File: config.mk
export PLATFORM = sky130hd
export DESIGN_NAME = speech_activity_listener_fsm_core
export DESIGN_NICKNAME = d
export VERILOG_FILES = /design/src/rtl/sal_pkg.sv /design/src/rtl/speech_activity_listener_fsm_core.sv
export SDC_FILE = /design/constraint.sdc
export NUM_CORES = 2
export LEC_CHECK = 0
export ABC_CLOCK_PERIOD_IN_PS = 10900
export BUFFER_PORTS_ARGS = -buffer_cell sky130_fd_sc_hd__buf_2
export CAP_MARGIN = 40
export CELL_PAD_IN_SITES_DETAIL_PLACEMENT = 0
export CELL_PAD_IN_SITES_GLOBAL_PLACEMENT = 2
export CORE_AREA = 4 4 353 268
export CTS_CLUSTER_DIAMETER = 80
export DETAILED_ROUTE_END_ITERATION = 10
export DIE_AREA = 0 0 357 272
export GPL_TIMING_DRIVEN = 0
export PLACE_DENSITY = 0.86
export RECOVER_POWER = 100
export SLEW_MARGIN = 30
export SYNTH_ARGS = -nofsm -noshare
export SYNTH_HDL_FRONTEND = slang
export SYNTH_SLANG_ARGS = --single-unit
File: constraint.sdc
create_clock -name aclk -period 10.9 [get_ports aclk]
set_clock_uncertainty 0.1 [all_clocks]
set_input_delay 2.18 -clock aclk [delete_from_list [all_inputs] [get_ports aclk]]
set_output_delay 2.18 -clock aclk [all_outputs]
set_load 0.01 [all_outputs]
File: src/rtl/sal_pkg.sv
// sal_pkg: shared types and constants for the speech activity listener
// holds the state encoding, op codes, register indexes and stream field positions
// no dependencies
package sal_pkg;

    // listener states
    typedef enum logic [2:0] {
        ST_STARTUP     = 3'd0,
        ST_IDLE        = 3'd1,
        ST_SPEECH_CAND = 3'd2,
        ST_LISTENING   = 3'd3,
        ST_END_CAND    = 3'd4,
        ST_REACTING    = 3'd5,
        ST_COOLDOWN    = 3'd6,
        ST_SLEEPING    = 3'd7
    } state_t;

    // op codes carried in s_tuser
    localparam logic [1:0] OP_UPDATE     = 2'd0;
    localparam logic [1:0] OP_RESTART    = 2'd1;
    localparam logic [1:0] OP_FORCE_IDLE = 2'd2;

    // configuration register indexes
    localparam int CFG_IDX_W = 3;
    localparam logic [CFG_IDX_W-1:0] REG_STARTUP_WAIT   = 3'd0;
    localparam logic [CFG_IDX_W-1:0] REG_COOLDOWN       = 3'd1;
    localparam logic [CFG_IDX_W-1:0] REG_SLEEP_SILENCE  = 3'd2;
    localparam logic [CFG_IDX_W-1:0] REG_START_HOLD     = 3'd3;
    localparam logic [CFG_IDX_W-1:0] REG_END_HOLD       = 3'd4;
    localparam logic [CFG_IDX_W-1:0] REG_MIN_SPEECH     = 3'd5;
    localparam logic [CFG_IDX_W-1:0] REG_MIN_REACT_INTV = 3'd6;

    localparam int MS_W    = 32;
    localparam int LEVEL_W = 16;
    localparam int OP_W    = 2;

    // stream widths
    localparam int S_DATA_W = 88;
    localparam int M_DATA_W = 48;

    // input tdata field positions
    localparam int S_NOW_LO      = 0;
    localparam int S_HEALTHY     = 32;
    localparam int S_READY       = 33;
    localparam int S_COMPLETE    = 34;
    localparam int S_SUPPRESSED  = 35;
    localparam int S_AVAIL       = 36;
    localparam int S_LEVEL_LO    = 37;
    localparam int S_START_TH_LO = 53;
    localparam int S_END_TH_LO   = 69;

    // reset values of the configuration registers
    localparam logic [MS_W-1:0] RST_STARTUP_WAIT   = 32'd1000;
    localparam logic [MS_W-1:0] RST_COOLDOWN       = 32'd1500;
    localparam logic [MS_W-1:0] RST_SLEEP_SILENCE  = 32'd30000;
    localparam logic [MS_W-1:0] RST_START_HOLD     = 32'd200;
    localparam logic [MS_W-1:0] RST_END_HOLD       = 32'd600;
    localparam logic [MS_W-1:0] RST_MIN_SPEECH     = 32'd400;
    localparam logic [MS_W-1:0] RST_MIN_REACT_INTV = 32'd3000;

endpackage

File: src/rtl/speech_activity_listener_fsm_core.sv
// speech_activity_listener_fsm_core: eight-state speech activity listener
// input register, one pass of timer compares and state decode, result register
// depends on sal_pkg
//
//  channel | direction | tdata                                  | tuser
//  s_      | in        | now, flags, level, start/end threshold | op
//  m_      | out       | new/prior state, flags, speech length  | reaction kind
//  cfg_    | in        | 7 x 32-bit duration registers, write only
//
// one item per cycle while the m_ side takes results; an item passes through the input
// register and then leaves through the result register.
// the state and time marks update when an item moves from the input register to the
// result register, so the following item sees them at once.
// aresetn (synchronous, active low) restores startup, zero marks and default durations.
// a stalled m_ side holds the result; the input register still takes one more item.
module speech_activity_listener_fsm_core (
    input  logic                           aclk,
    input  logic                           aresetn,
    // input stream
    input  logic                           s_tvalid,
    output logic                           s_tready,
    // [31:0] now_ms, [32] audio_healthy, [33] audio_ready, [34] reaction_complete,
    // [35] detection_suppressed, [36] sample_available, [52:37] level,
    // [68:53] start_threshold, [84:69] end_threshold, [87:85] zero
    input  logic [sal_pkg::S_DATA_W-1:0]   s_tdata,
    // [1:0] op
    input  logic [sal_pkg::OP_W-1:0]       s_tuser,
    // result stream
    output logic                           m_tvalid,
    input  logic                           m_tready,
    // [2:0] new_state, [5:3] prior_state, [6] state_changed, [7] woke_from_sleep,
    // [8] reaction_requested, [40:9] completed_speech_ms, [47:41] zero
    output logic [sal_pkg::M_DATA_W-1:0]   m_tdata,
    // [0] reaction_kind
    output logic                           m_tuser,
    // configuration write port
    input  logic                           cfg_we,
    input  logic [sal_pkg::CFG_IDX_W-1:0]  cfg_idx,
    input  logic [sal_pkg::MS_W-1:0]       cfg_wdata
);
    import sal_pkg::*;

    // configuration registers
    logic [MS_W-1:0] startup_wait_reg, cooldown_reg, sleep_silence_reg;
    logic [MS_W-1:0] start_hold_reg, end_hold_reg, min_speech_reg, min_react_intv_reg;

    // input and result stage
    logic                in_valid_reg;
    logic [S_DATA_W-1:0] in_data_reg;
    logic [OP_W-1:0]     in_op_reg;
    logic                out_valid_reg;
    logic [M_DATA_W-1:0] out_data_reg;
    logic                out_kind_reg;
    logic                out_free;
    logic                advance;

    // listener state; an active reaction is the same as being in reacting
    state_t          state_reg, state_next;
    logic [MS_W-1:0] entered_reg, entered_next;
    logic [MS_W-1:0] cand_reg, cand_next;
    logic [MS_W-1:0] speech_start_reg, speech_start_next;
    logic [MS_W-1:0] end_cand_reg, end_cand_next;
    logic [MS_W-1:0] last_act_reg, last_act_next;
    logic [MS_W-1:0] last_react_reg, last_react_next;
    logic [MS_W-1:0] speech_len_reg, speech_len_next;
    logic            has_reacted_reg, has_reacted_next;
    logic            woke;
    logic            react;

    // unpacked item fields
    logic [MS_W-1:0]    now_ms;
    logic               healthy, ready, complete, suppressed, avail;
    logic [LEVEL_W-1:0] level, start_th, end_th;
    logic               op_restart, op_force_idle, op_mark;

    // decoded conditions
    logic            t_startup, t_cool, t_sleep, t_hold, t_end, interval_ok;
    logic [MS_W-1:0] speech_len;
    logic            long_enough, loud, quiet, smp;

    assign now_ms     = in_data_reg[S_NOW_LO +: MS_W];
    assign healthy    = in_data_reg[S_HEALTHY];
    assign ready      = in_data_reg[S_READY];
    assign complete   = in_data_reg[S_COMPLETE];
    assign suppressed = in_data_reg[S_SUPPRESSED];
    assign avail      = in_data_reg[S_AVAIL];
    assign level      = in_data_reg[S_LEVEL_LO +: LEVEL_W];
    assign start_th   = in_data_reg[S_START_TH_LO +: LEVEL_W];
    assign end_th     = in_data_reg[S_END_TH_LO +: LEVEL_W];

    always_comb begin
        op_restart    = 1'b0;
        op_force_idle = 1'b0;
        case (in_op_reg)
            OP_RESTART:    op_restart    = 1'b1;
            OP_FORCE_IDLE: op_force_idle = 1'b1;
            default:       ;
        endcase
    end
    assign op_mark = op_restart | op_force_idle;

    // wrap-around timers
    assign t_startup   = (now_ms - entered_reg) >= startup_wait_reg;
    assign t_cool      = (now_ms - entered_reg) >= cooldown_reg;
    assign t_sleep     = (now_ms - last_act_reg) >= sleep_silence_reg;
    assign t_hold      = (now_ms - cand_reg) >= start_hold_reg;
    assign t_end       = (now_ms - end_cand_reg) >= end_hold_reg;
    assign interval_ok = !has_reacted_reg || ((now_ms - last_react_reg) >= min_react_intv_reg);
    assign speech_len  = end_cand_reg - speech_start_reg;
    assign long_enough = speech_len >= min_speech_reg;
    assign loud        = level >= start_th;
    assign quiet       = level < end_th;
    assign smp         = avail && !suppressed;

    // handshake: the input register moves whenever the result register can take it
    assign out_free = !out_valid_reg || m_tready;
    assign advance  = in_valid_reg && out_free;
    assign s_tready = !in_valid_reg || out_free;

    // next state
    always_comb begin
        state_next = state_reg;
        if (op_restart) begin
            state_next = ST_STARTUP;
        end else if (op_force_idle) begin
            state_next = ST_IDLE;
        end else if (healthy) begin
            case (state_reg)
                ST_STARTUP: if (ready && t_startup) state_next = ST_IDLE;
                ST_REACTING: if (complete) state_next = ST_COOLDOWN;
                ST_COOLDOWN: if (t_cool) state_next = ST_IDLE;
                ST_IDLE: begin
                    if (t_sleep) state_next = ST_SLEEPING;
                    else if (smp && loud) state_next = ST_SPEECH_CAND;
                end
                ST_SLEEPING: if (smp && loud) state_next = ST_SPEECH_CAND;
                ST_SPEECH_CAND: begin
                    if (smp) begin
                        if (!loud) state_next = ST_IDLE;
                        else if (t_hold) state_next = ST_LISTENING;
                    end
                end
                ST_LISTENING: if (smp && quiet) state_next = ST_END_CAND;
                ST_END_CAND: begin
                    if (smp) begin
                        if (!quiet) state_next = ST_LISTENING;
                        else if (t_end) begin
                            state_next = (long_enough && interval_ok) ? ST_REACTING
                                                                      : ST_COOLDOWN;
                        end
                    end
                end
                default: state_next = state_reg;
            endcase
        end
    end

    // time marks, speech length and result flags
    always_comb begin
        entered_next      = entered_reg;
        cand_next         = cand_reg;
        speech_start_next = speech_start_reg;
        end_cand_next     = end_cand_reg;
        last_act_next     = last_act_reg;
        last_react_next   = last_react_reg;
        speech_len_next   = speech_len_reg;
        has_reacted_next  = has_reacted_reg;
        woke              = 1'b0;
        react             = 1'b0;
        if (op_mark) begin
            entered_next      = now_ms;
            cand_next         = now_ms;
            speech_start_next = now_ms;
            end_cand_next     = now_ms;
            last_act_next     = now_ms;
            if (op_restart) begin
                last_react_next  = now_ms;
                speech_len_next  = '0;
                has_reacted_next = 1'b0;
            end
        end else if (healthy) begin
            if (state_next != state_reg) entered_next = now_ms;
            case (state_reg)
                ST_STARTUP, ST_COOLDOWN: begin
                    if (state_next == ST_IDLE) last_act_next = now_ms;
                end
                ST_IDLE, ST_SLEEPING: begin
                    if (state_next == ST_SPEECH_CAND) begin
                        woke          = (state_reg == ST_SLEEPING);
                        cand_next     = now_ms;
                        last_act_next = now_ms;
                    end
                end
                ST_SPEECH_CAND: begin
                    if (smp && loud) begin
                        last_act_next = now_ms;
                        if (t_hold) speech_start_next = cand_reg;
                    end
                end
                ST_LISTENING: begin
                    if (smp) begin
                        last_act_next = now_ms;
                        if (quiet) end_cand_next = now_ms;
                    end
                end
                ST_END_CAND: begin
                    if (smp && (!quiet || t_end)) last_act_next = now_ms;
                    if (smp && quiet && t_end) begin
                        speech_len_next = speech_len;
                        if (long_enough && interval_ok) begin
                            react            = 1'b1;
                            has_reacted_next = 1'b1;
                            last_react_next  = now_ms;
                        end
                    end
                end
                default: ;
            endcase
        end
    end

    // configuration registers
    always_ff @(posedge aclk) begin
        if (!aresetn) begin
            startup_wait_reg   <= RST_STARTUP_WAIT;
            cooldown_reg       <= RST_COOLDOWN;
            sleep_silence_reg  <= RST_SLEEP_SILENCE;
            start_hold_reg     <= RST_START_HOLD;
            end_hold_reg       <= RST_END_HOLD;
            min_speech_reg     <= RST_MIN_SPEECH;
            min_react_intv_reg <= RST_MIN_REACT_INTV;
        end else if (cfg_we) begin
            case (cfg_idx)
                REG_STARTUP_WAIT:   startup_wait_reg   <= cfg_wdata;
                REG_COOLDOWN:       cooldown_reg       <= cfg_wdata;
                REG_SLEEP_SILENCE:  sleep_silence_reg  <= cfg_wdata;
                REG_START_HOLD:     start_hold_reg     <= cfg_wdata;
                REG_END_HOLD:       end_hold_reg       <= cfg_wdata;
                REG_MIN_SPEECH:     min_speech_reg     <= cfg_wdata;
                REG_MIN_REACT_INTV: min_react_intv_reg <= cfg_wdata;
                default: ;
            endcase
        end
    end

    // listener state, updated as each item passes to the result register
    always_ff @(posedge aclk) begin
        if (!aresetn) begin
            state_reg        <= ST_STARTUP;
            entered_reg      <= '0;
            cand_reg         <= '0;
            speech_start_reg <= '0;
            end_cand_reg     <= '0;
            last_act_reg     <= '0;
            last_react_reg   <= '0;
            speech_len_reg   <= '0;
            has_reacted_reg  <= 1'b0;
        end else if (advance) begin
            state_reg        <= state_next;
            entered_reg      <= entered_next;
            cand_reg         <= cand_next;
            speech_start_reg <= speech_start_next;
            end_cand_reg     <= end_cand_next;
            last_act_reg     <= last_act_next;
            last_react_reg   <= last_react_next;
            speech_len_reg   <= speech_len_next;
            has_reacted_reg  <= has_reacted_next;
        end
    end

    // input register
    always_ff @(posedge aclk) begin
        if (!aresetn) begin
            in_valid_reg <= 1'b0;
        end else if (s_tready) begin
            in_valid_reg <= s_tvalid;
        end
    end

    always_ff @(posedge aclk) begin
        if (s_tvalid && s_tready) begin
            in_data_reg <= s_tdata;
            in_op_reg   <= s_tuser;
        end
    end

    // result register
    always_ff @(posedge aclk) begin
        if (!aresetn) begin
            out_valid_reg <= 1'b0;
        end else if (out_free) begin
            out_valid_reg <= in_valid_reg;
        end
    end

    always_ff @(posedge aclk) begin
        if (advance) begin
            out_data_reg <= {7'd0, speech_len_next, react, woke,
                             (state_next != state_reg), state_reg, state_next};
            out_kind_reg <= react;
        end
    end

    assign m_tvalid = out_valid_reg;
    assign m_tdata  = out_data_reg;
    assign m_tuser  = out_kind_reg;

endmodule

# Yosys cells after proc, flatten, opt, wreduce, memory -nomap -nowiden
# Index checks and enable logic that the tools add are counted.
# totals
reg_bits,583
latchBits,0
ramBits,0
mem_bits_ro,0
in_bits,130
out_inout_bits,51
mem_count,0
# classes
addsub,6
mul,0
div_mod_pow,0
order_cmp,9
eq_ne,24
shifts,0
mux,65
bitwise_logic,4
n_reduce_logical,50
# op_table
cell,n
32-bit two-way mux,34
32-bit >= comparator,7
32-bit subtractor,6
32-bit one-hot mux with 5 select lines,1
3-bit two-way mux,15
2-bit nonzero test,13
3-bit one-hot mux with 8 select lines,1
3-bit == test (second input constant),7
16-bit >= comparator,1
16-bit less-than comparator,1
3-bit by 2-bit == test with 1-bit output (second input constant),5
3-bit inequality test (second input constant),5
2-bit AND reduction,7
1-bit two-way mux,13
5-bit AND reduction,2
3-bit by 1-bit == test with 1-bit output (second input constant),3
1-bit logical AND,9
8-bit AND reduction,1
3-bit zero test,2
6-bit AND reduction,1
6-bit nonzero test,1
1-bit zero test,5
1-bit logical OR,4
4-bit AND reduction,1
other kinds (10),13

# Depth between registers and ports, before layout
# depth
depth_word,17
mapped_depth,29

# Worst setup path after synthesis
# OpenSTA, ideal clock, no wires.
# synth_timing
path_type,register -> register
startpoint,register in_data_reg[1]
endpoint,register entered_reg[10]
arrival_time_ps,6097
t_required_ps,10728
slack_ps,4632
stages_incl_launch_ff,26
path_buffers,1
synth_period_minus_slack_ps,6268
path_cell_list,edfxtp_1 -> ha_1 -> nor2b_1 -> o31a_1 -> o21ba_2 -> o41a_1 -> o2111a_1 -> o21a_1 -> a221o_1 -> a31oi_1 -> o21bai_1 -> a21oi_1 -> xnor2_1 -> ha_1 -> a21o_1 -> a21oi_2 -> o211ai_1 -> or4b_1 -> o21ai_1 -> a31oi_1 -> o31ai_2 -> o31a_1 -> nand4b_2 -> a31oi_4 -> buf_12 -> mux2i_1
# synth_via
elab_chain_cells,15
word_cells_on_any_way,31
cone_classes,add/sub (5); order compare (6); eq/ne (1); mux (14); reduce/logical (5)
# synth_lines
item,line_no,text
from (decl),speech_activity_listener_fsm_core.sv:49,logic [S_DATA_W-1:0] in_data_reg;
from (signal assigned),speech_activity_listener_fsm_core.sv:282,in_data_reg <= s_tdata;
32-bit subtractor,speech_activity_listener_fsm_core.sv:108,assign interval_ok = !has_reacted_reg || ((now_ms - last_react_reg) >= min_react_intv_reg);
32-bit >= comparator,speech_activity_listener_fsm_core.sv:108,
1-bit logical OR,speech_activity_listener_fsm_core.sv:108,
1-bit logical AND,speech_activity_listener_fsm_core.sv:148,state_next = (long_enough && interval_ok) ? ST_REACTING
2-bit two-way mux,speech_activity_listener_fsm_core.sv:148,
3-bit two-way mux,speech_activity_listener_fsm_core.sv:147,else if (t_end) begin
3-bit two-way mux,speech_activity_listener_fsm_core.sv:146,if (!quiet) state_next = ST_LISTENING;
3-bit two-way mux,speech_activity_listener_fsm_core.sv:145,if (smp) begin
3-bit one-hot mux with 8 select lines *,speech_activity_listener_fsm_core.sv:128,case (state_reg)
3-bit two-way mux *,speech_activity_listener_fsm_core.sv:127,end else if (healthy) begin
3-bit two-way mux *,speech_activity_listener_fsm_core.sv:125,end else if (op_force_idle) begin
3-bit two-way mux *,speech_activity_listener_fsm_core.sv:123,if (op_restart) begin
3-bit inequality test *,speech_activity_listener_fsm_core.sv:182,if (state_next != state_reg) entered_next = now_ms;
2-bit nonzero test (no source line) *,n/a,
3-bit AND reduction (no source line) *,n/a,
to (signal assigned),speech_activity_listener_fsm_core.sv:260,entered_reg <= entered_next;
to (decl),speech_activity_listener_fsm_core.sv:59,"logic [MS_W-1:0] entered_reg, entered_next;"
# Every way passes the cells marked *; elsewhere a longest branch is shown, timed or not.
# A chain may end at the register's enable or synchronous reset.

# Final worst setup path
# layout_timing
startpoint,register in_data_reg[0]
endpoint,register entered_reg[17]
# Same word-level chain as after synthesis.

==> flow_results.xml <==
<?xml version="1.0" encoding="UTF-8"?>
<metrics>
  <group name="cells_and_area">
    <metric name="number_of_flip_flops_in_the_largest_register" unit="">85</metric>
    <metric name="post_layout_nonfiller_instances" unit="">6049</metric>
    <metric name="final_core_utilization" unit="%">45.98</metric>
    <metric name="layout.nets" unit="">5345</metric>
    <metric name="fillers" unit="">9284</metric>
    <metric name="area_growth_syn_to_layout" unit="%">12.77</metric>
    <metric name="multi_input_gate_area" unit="µm²">21360</metric>
    <metric name="final-seq-area" unit="µm²">12930</metric>
    <metric name="post_route_cells_drive_above_1_share" unit="%">6.912</metric>
    <metric name="layout.cell_area.non_filler" unit="µm²">41860</metric>
  </group>
  <group name="placement">
    <metric name="count_of_input_and_output_buffers" unit="">167</metric>
    <metric name="gp_routability_congestion" unit="">0.9008</metric>
    <metric name="dp.cells" unit="">5920</metric>
    <metric name="placement.setup.worst_slack" unit="ps">2131</metric>
    <metric name="place_hpwl" unit="µm">101300</metric>
    <metric name="placement.cell_area" unit="µm²">39870</metric>
  </group>
  <group name="global_route">
    <metric name="grt_pass1_vias" unit="">30262</metric>
    <metric name="grt_start_max_net_pins" unit="">54</metric>
    <metric name="grt-ovfl-total" unit="">0</metric>
    <metric name="grt_antenna_before_repair" unit="">16</metric>
    <metric name="track_usage" unit="%">26.00</metric>
    <metric name="first_pass_grt_wire_length" unit="µm">188600</metric>
  </group>
  <group name="die">
    <metric name="num_rows" unit="">96</metric>
    <metric name="die_h" unit="µm">272</metric>
    <metric name="fp.dieW" unit="µm">357</metric>
    <metric name="core-area" unit="µm²">91050</metric>
    <metric name="top_level_ports" unit="">181</metric>
    <metric name="dieArea" unit="µm²">97100</metric>
    <metric name="initial_utilization" unit="%">40.77</metric>
  </group>
  <group name="sta">
    <metric name="fmax" unit="MHz">104.4</metric>
    <metric name="final_hold_viol_count" unit="">0</metric>
    <metric name="worst_slack" unit="ps">1321</metric>
    <metric name="finalWorstPathRequiredPeriod" unit="ps">9579</metric>
    <metric name="final.hold.worst_slack" unit="ps">353.5</metric>
    <metric name="fin_tns_setup" unit="ps">0</metric>
    <metric name="slew_viol_final" unit="">138</metric>
    <metric name="rsz0062_at_grt" unit="">false</metric>
    <metric name="relative_slew_slack" unit="%">-73.27</metric>
    <metric name="post-route-period-util" unit="%">87.88</metric>
    <metric name="finalSetupViolCount" unit="">0</metric>
    <metric name="max_slew.worst_pin.slew" unit="ps">2599</metric>
  </group>
  <group name="job">
    <metric name="drv.max_cap_violation_count" unit="">7</metric>
  </group>
  <group name="clocking">
    <metric name="cts_repair_resize_count" unit="">0</metric>
    <metric name="cts_inserted_buffers" unit="">67</metric>
    <metric name="clk_transition_reported_paths" unit="ps">60</metric>
    <metric name="post_cts_buffers" unit="">0</metric>
    <metric name="cts_tree" unit="">yes</metric>
    <metric name="clockBufferDepth" unit="">3</metric>
    <metric name="cts_num_sinks" unit="">582</metric>
    <metric name="cts_root_buffer" unit="">clkbuf_16</metric>
    <metric name="clkLatencyLatePin" unit="ps">660</metric>
    <metric name="ctsHoldBuffers" unit="">0</metric>
    <metric name="cts-htree-levels" unit="">3</metric>
  </group>
  <group name="worst_hold_path">
    <metric name="hold_path.class" unit="">flip-flop to flip-flop</metric>
  </group>
  <group name="synth">
    <metric name="synth.most_common_cell" unit="">nand2_1</metric>
    <metric name="synth_ff_type" unit="">dfxtp_1</metric>
    <metric name="synth_area_leaders" unit="">dfxtp_1 (24%), ha_1 (15%), edfxtp_1 (10%)</metric>
    <metric name="synthDominantAreaCellType" unit="">dfxtp_1</metric>
    <metric name="top_post_synthesis_cells_by_count" unit="">nand2_1 (786), inv_1 (503), a21oi_1 (500), dfxtp_1 (454), ha_1 (443)</metric>
    <metric name="post_synth_instance_area" unit="µm²">37120</metric>
    <metric name="ys_seq_elements" unit="">582</metric>
    <metric name="synth_top_area_share" unit="%">24.48</metric>
    <metric name="synthesis.instances" unit="">4496</metric>
    <metric name="yosysSeqAreaShare" unit="%">34.84</metric>
    <metric name="number_of_library_cell_types_mapped_by_synthesis" unit="">99</metric>
    <metric name="count_of_flip_flops_with_a_built_in_enable_after_synthesis" unit="">128</metric>
    <metric name="synth_async_sr_flop_share" unit="%">0</metric>
    <metric name="synth.yosys.warnings" unit="">0</metric>
    <metric name="syn_area_per_cell" unit="µm²">8.256</metric>
  </group>
  <group name="power">
    <metric name="worst_ir_drop_vdd" unit="V">0.0001292</metric>
    <metric name="design_power_total" unit="mW">6.355</metric>
    <metric name="static_power_due_to_leakage" unit="nW">16.77</metric>
    <metric name="power.density_cell_area" unit="nW/µm²">151.8</metric>
  </group>
  <group name="drt">
    <metric name="route.final.wire_length" unit="µm">128400</metric>
    <metric name="drt_first_iter_violations" unit="">2413</metric>
    <metric name="ant_nets" unit="">0</metric>
    <metric name="dr_total_vias" unit="">31929</metric>
    <metric name="route.detailed.drc" unit="">0</metric>
    <metric name="firstDrtPassIters" unit="">6</metric>
    <metric name="wl_per_cell" unit="µm">21.23</metric>
    <metric name="routed_via_density" unit="">5.278</metric>
  </group>
  <group name="worst_setup_path">
    <metric name="cp_data_required_time" unit="ps">11370</metric>
    <metric name="worstPathMaxFanout" unit="">10</metric>
    <metric name="startpoint_type" unit="">flip-flop</metric>
    <metric name="crit_buf_inv" unit="">3</metric>
    <metric name="critical-path-top-delay-family" unit="">compound AO/OA/AOI/OAI gates</metric>
    <metric name="cpMaxStageDelayCell" unit="">a31oi_1</metric>
    <metric name="worst-endpoint-arrival" unit="ps">10050</metric>
    <metric name="setup.worst_path.end_class" unit="">flip-flop</metric>
    <metric name="cpMostUsedCell" unit="">a21o_1</metric>
    <metric name="max_stage_delay" unit="ps">1230</metric>
    <metric name="critical_path_class" unit="">flip-flop to flip-flop</metric>
  </group>
  <group name="status">
    <metric name="outcome" unit="">finished with violations</metric>
    <metric name="violations_in_the_final_reports" unit="">max-capacitance violations, max-slew violations</metric>
  </group>
</metrics>
[final timing paths]
check / slack (ps) / end / start / depth (start not counted)
setup / recovery: 1320 / entered_reg[17] / in_data_reg[0] / 28
hold / removal: 350 / min_speech_reg[28] / min_speech_reg[28] / 2
setup reg to reg: 1320 / entered_reg[17] / in_data_reg[0] / 28
hold reg to reg: 350 / min_speech_reg[28] / min_speech_reg[28] / 2
[worst min-delay path, cell delays in order (launching register included)]
cell and delay [ps]:
dfxtp_1 310, nand2_1 50, a21oi_1 50
[per-layer routing]
| layer | vias to the layer above | track usage (%) | share of wire [%] |
|---|---|---|---|
| li1 | 16120 | - | - |
| met3 | 191 | 5.349 | 7.0 |
| met4 | 6 | 7.901 | 3.3 |
| met5 | - | 1.050 | 0.11 |
| met2 | 931 | 40.82 | 43 |
| met1 | 14681 | 35.88 | 46 |
[layout by cell type, fill, tap and decap left out, drive strengths merged, types with 56 or more instances in the layout]
master,netlist,layout
nand4,67,67
edfxtp,128,128
a21o,93,93
o21ai,135,135
buf,38,162
a211oi,56,56
mux2i,127,127
xnor2,124,124
a21oi,503,503
nand3,84,84
dfxtp,454,454
inv,503,506
nor2,246,246
clkbuf,131,292
ha,443,443
nand2,786,786
[report_power, final]
part / leakage, nW / switching [mW] / internal (mW)
Clock: 1.10 / 0.994 / 1.38
Combinational: 10.7 / 0.982 / 0.627
Sequential: 4.94 / 0.0804 / 2.29
Total: 16.8 / 2.06 / 4.30
[kinds of logic after synthesis]
group | Yosys count | synth area share (%)
simple gates | 1396 | 16.35
compound gates | 1092 | 18.59
buf+inv | 680 | 7.547
flops | 582 | 34.84
fa+ha+maj | 449 | 15.26
xor+xnor | 169 | 3.987
mux | 127 | 3.425
other cells | 1 | 0.01010
[layout make-up]
| cell class | count | share of cell area, % |
|---|---|---|
| inverters | 503 | 4.510 |
| clock buffers | 90 | 4.481 |
| multi-input cells | 3240 | 51.03 |
| plain buffers | 177 | 2.038 |
| repair buffers | 195 | 2.445 |
| clock inverters | 31 | 0.9027 |
| flip-flops and latches | 582 | 30.89 |
| well taps | 1225 | 3.662 |
| diodes | 6 | 0.03587 |
No activity file was read; power rests on OpenSTA's default activity.
